File: src/rtl/almmt_ram.sv
// Generic single-write, single-read RAM with a registered read port.
// No dependencies.
module almmt_ram #(
  parameter int unsigned WIDTH = 32,
  parameter int unsigned DEPTH = 128
) (
  input  logic                     clk,
  input  logic                     we,
  input  logic [$clog2(DEPTH)-1:0] waddr,
  input  logic [WIDTH-1:0]         wdata,
  input  logic [$clog2(DEPTH)-1:0] raddr,
  output logic [WIDTH-1:0]         rdata
);

  logic [WIDTH-1:0] mem_r [DEPTH];
  logic [WIDTH-1:0] rdata_r;

  always_ff @(posedge clk) begin
    if (we) begin
      mem_r[waddr] <= wdata;
    end
    rdata_r <= mem_r[raddr];
  end

  assign rdata = rdata_r;

endmodule

File: config.mk
export PLATFORM = sky130hd
export DESIGN_NAME = almmt_ram
export DESIGN_NICKNAME = d
export VERILOG_FILES = /design/src/rtl/almmt_ram.sv
export SDC_FILE = /design/constraint.sdc
export NUM_CORES = 2
export LEC_CHECK = 0
export ABC_AREA = 1
export BUFFER_PORTS_ARGS = -buffer_cell sky130_fd_sc_hd__buf_2
export CAP_MARGIN = 20
export CORE_ASPECT_RATIO = 1.75
export CORE_MARGIN = 3
export CORE_UTILIZATION = 35
export DETAILED_ROUTE_END_ITERATION = 8
export PLACE_DENSITY = 0.61
export SLEW_MARGIN = 40
export SYNTH_ARGS = -nofsm -noshare
export SYNTH_HDL_FRONTEND = slang
export SYNTH_SLANG_ARGS = --single-unit
File: constraint.sdc
create_clock -name clk -period 2.66 [get_ports clk]
set_input_delay 0.133 -clock clk [delete_from_list [all_inputs] [get_ports clk]]
set_output_delay 0.133 -clock clk [all_outputs]
set_load 0.1 [all_outputs]
==> results.json <==
{
  "min-delay-path-class": "in2reg",
  "route.detailed.drc": 0,
  "place_ws_ps": -363,
  "avgSynthCellArea_sq_um": 12.3,
  "synth.ff_latch_count": 4128,
  "grt_pass1_vias": 106000,
  "synth_top_area_frac": 0.747,
  "ys.flop_type": "edfxtp_1",
  "synth.area.top_cells": "edfxtp_1 75%, nand3_1 12%, nand2_1 9.5%",
  "rsz0062_at_grt": "no",
  "critical_path_class": "reg2out",
  "grt_antenna_before_repair": 42,
  "drive_gt1_frac": 0.108,
  "avgRoutedWirePerCell_microns": 26.6,
  "hold_viol": 0,
  "fin_hold_ws_ps": 75.1,
  "slowest_stage": "dfxtp_1",
  "nFillCells": 43100,
  "grt_max_degree": 129,
  "cts_resized": 0,
  "critPathBufInv": 1,
  "synth_seq_area_share": 0.751,
  "setup_viol": 0,
  "die_w_microns": 524,
  "die_h_microns": 913,
  "core_sq_um": 468000,
  "multi_input_area_sq_um": 37300,
  "status": "completed",
  "drt_iter0_drc": 12100,
  "clk_latency_ps": 970,
  "pin_count": 80,
  "arrival_ps": 2320,
  "cp_data_required_time_ps": 2530,
  "ir_drop_mv": 0.544,
  "max_cap_viol_count": 0,
  "cts_sinks": 4128,
  "area.sequential_sq_um": 124000,
  "slew_headroom": 0.375,
  "initial_utilization": 0.352,
  "post-cts-setup-buffer-count": 0,
  "cpLargestDelayFamily": "flip-flops",
  "htree_levels": 5,
  "finClkSkew_ps": 77.1,
  "cpPeakStageDelay_ps": 820,
  "yosysMostFrequentCell": "nand2_1",
  "finish.net_count": 13800,
  "synth_edf_count": 4096,
  "p_per_area_nw_per_um2": 705,
  "worst_r2r_path_depth": 10,
  "synth_area_sq_um": 165000,
  "crit_fanout": 1,
  "path_depth": 1,
  "row_count": 332,
  "cts_tree": "yes",
  "dr.pass1.iters": 5,
  "syn_to_final_growth_pct": 15.9,
  "synth_cells": 13400,
  "cts_made_buffers": 354,
  "grt.total_usage": 0.218,
  "grt-ovfl-total": 0,
  "synth.distinct_cells": 15,
  "dpl.hpwl_microns": 326000,
  "grt_pass1_wl_microns": 761000,
  "startpoint_type": "flip-flop",
  "clock_path_buffers": 4,
  "fin_crit_ps": 2450,
  "min_period_over_period": 0.922,
  "worstMarginPinSlew_ps": 938,
  "yosysTopAreaCell": "edfxtp_1",
  "gp_congestion": 0.896,
  "viasPerCell": 5.43,
  "fin_ws_ps": 206,
  "critPathCaptureType": "primary output",
  "worstHoldPathCells": 5,
  "wl_microns": 539000,
  "cts.reportedPaths.clkPinSlew_ps": 70,
  "die_area_sq_um": 479000,
  "async_reset_ff_frac": 0,
  "ant_nets": 0,
  "yosys_warnings": 0,
  "synth_common_cells": "4,151 x nand2_1, 4,096 x edfxtp_1, 4,035 x nand3_1",
  "slew_violations": 0,
  "place.port_buffers": 79,
  "p_leak_uw": 0.0657,
  "vias": 110000,
  "clock.fmax_ghz": 0.408,
  "cp_cell_sequence": "buf_2",
  "syn_nets": 13400,
  "root_buffer": "clkbuf_16"
}
kinds of logic after synthesis:
family                 count (synthesis)  synth area share
and+or+nand+nor                     8328             0.221
DFF                                 4128             0.751
buffers and inverters                933            0.0284
what timing repair did:
item,in CTS,in global routing
hold buffers,41,0
endpoints found under the hold margin,2841,0
setup endpoints to repair,0,0
final cells by class:
| type | count | share of cell area |
|---|---|---|
| Clock inverter | 224 | 0.0112 |
| Timing Repair Buffer | 894 | 0.0551 |
| Antenna cell | 21 | 0.000275 |
| Sequential cell | 4128 | 0.648 |
| Tap cell | 6179 | 0.0405 |
| Inverter | 24 | 0.000748 |
| Clock buffer | 416 | 0.0487 |
| Multi-Input combinational cell | 8328 | 0.195 |
layer usage:
metal  wire, microns  GRT usage  vias to the layer above
met5             186          0                        -
met4           48500      0.168                       28
met3           42000     0.0334                     1306
met2          264000      0.373                     5058
met1          184000      0.244                    54900
li1                -          -                    48600
where the power goes:
group / leakage [uW] / switching (uW) / internal, uW
clock: 0.00559 / 23800 / 28600
sequential: 0.0371 / 252 / 71700
combinational: 0.0231 / 7550 / 2620
total: 0.0657 / 31600 / 103000
cells in the final DEF, fill, tap and decap left out, drive strengths merged:
master / count
nand2: 4151
nor2: 134
buf: 853
edfxtp: 4096
dlygate4sd3: 41
nor3: 8
inv: 39
dfxtp: 32
nand3: 4035
clkinvlp: 18
clkbuf: 416
diode: 21
clkinv: 155
bufinv: 36
metrics by stage:
stage / setup TNS (ps) / cells / cell area, sq um / utilization / total power, uW
floorplan: 0 / 13400 / 165000 / - / 78100
CTS: 0 / 20200 / 191000 / 0.408 / 135000
detailed placement: -2480 / 19500 / 179000 / 0.382 / 83400
finish: 0 / 20200 / 191000 / 0.408 / 135000
global placement: -2360 / 19500 / 179000 / 0.382 / 83400
global route: 0 / 20200 / 191000 / 0.408 / 138000
state kept, by name (all words and copies together), names as in the netlist:
| name | count |
|---|---|
| mem_r | 4096 |
| rdata | 32 |
worst reg2reg max path, cell delays in order (launching register included):
cell and delay, ps:
edfxtp_1 360, nand2_1 80, nand3_1 70, nand3_1 140, nand3_1 280, nand3_1 220
buf_4 180, nand3_1 80, nand3_1 100, dlygate4sd3_1 550, nand2_1 50
final timing paths:
kind	start	to	slack, ps
max	rdata[15]$_DFF_P_	rdata[15]	210
min	waddr[0]	mem_r[100][24]$_DFFE_PP_	80
max reg2reg	mem_r[39][12]$_DFFE_PP_	rdata[12]$_DFF_P_	490
min reg2reg	mem_r[56][9]$_DFFE_PP_	rdata[9]$_DFF_P_	890
No activity file was read; power rests on OpenSTA's default activity.
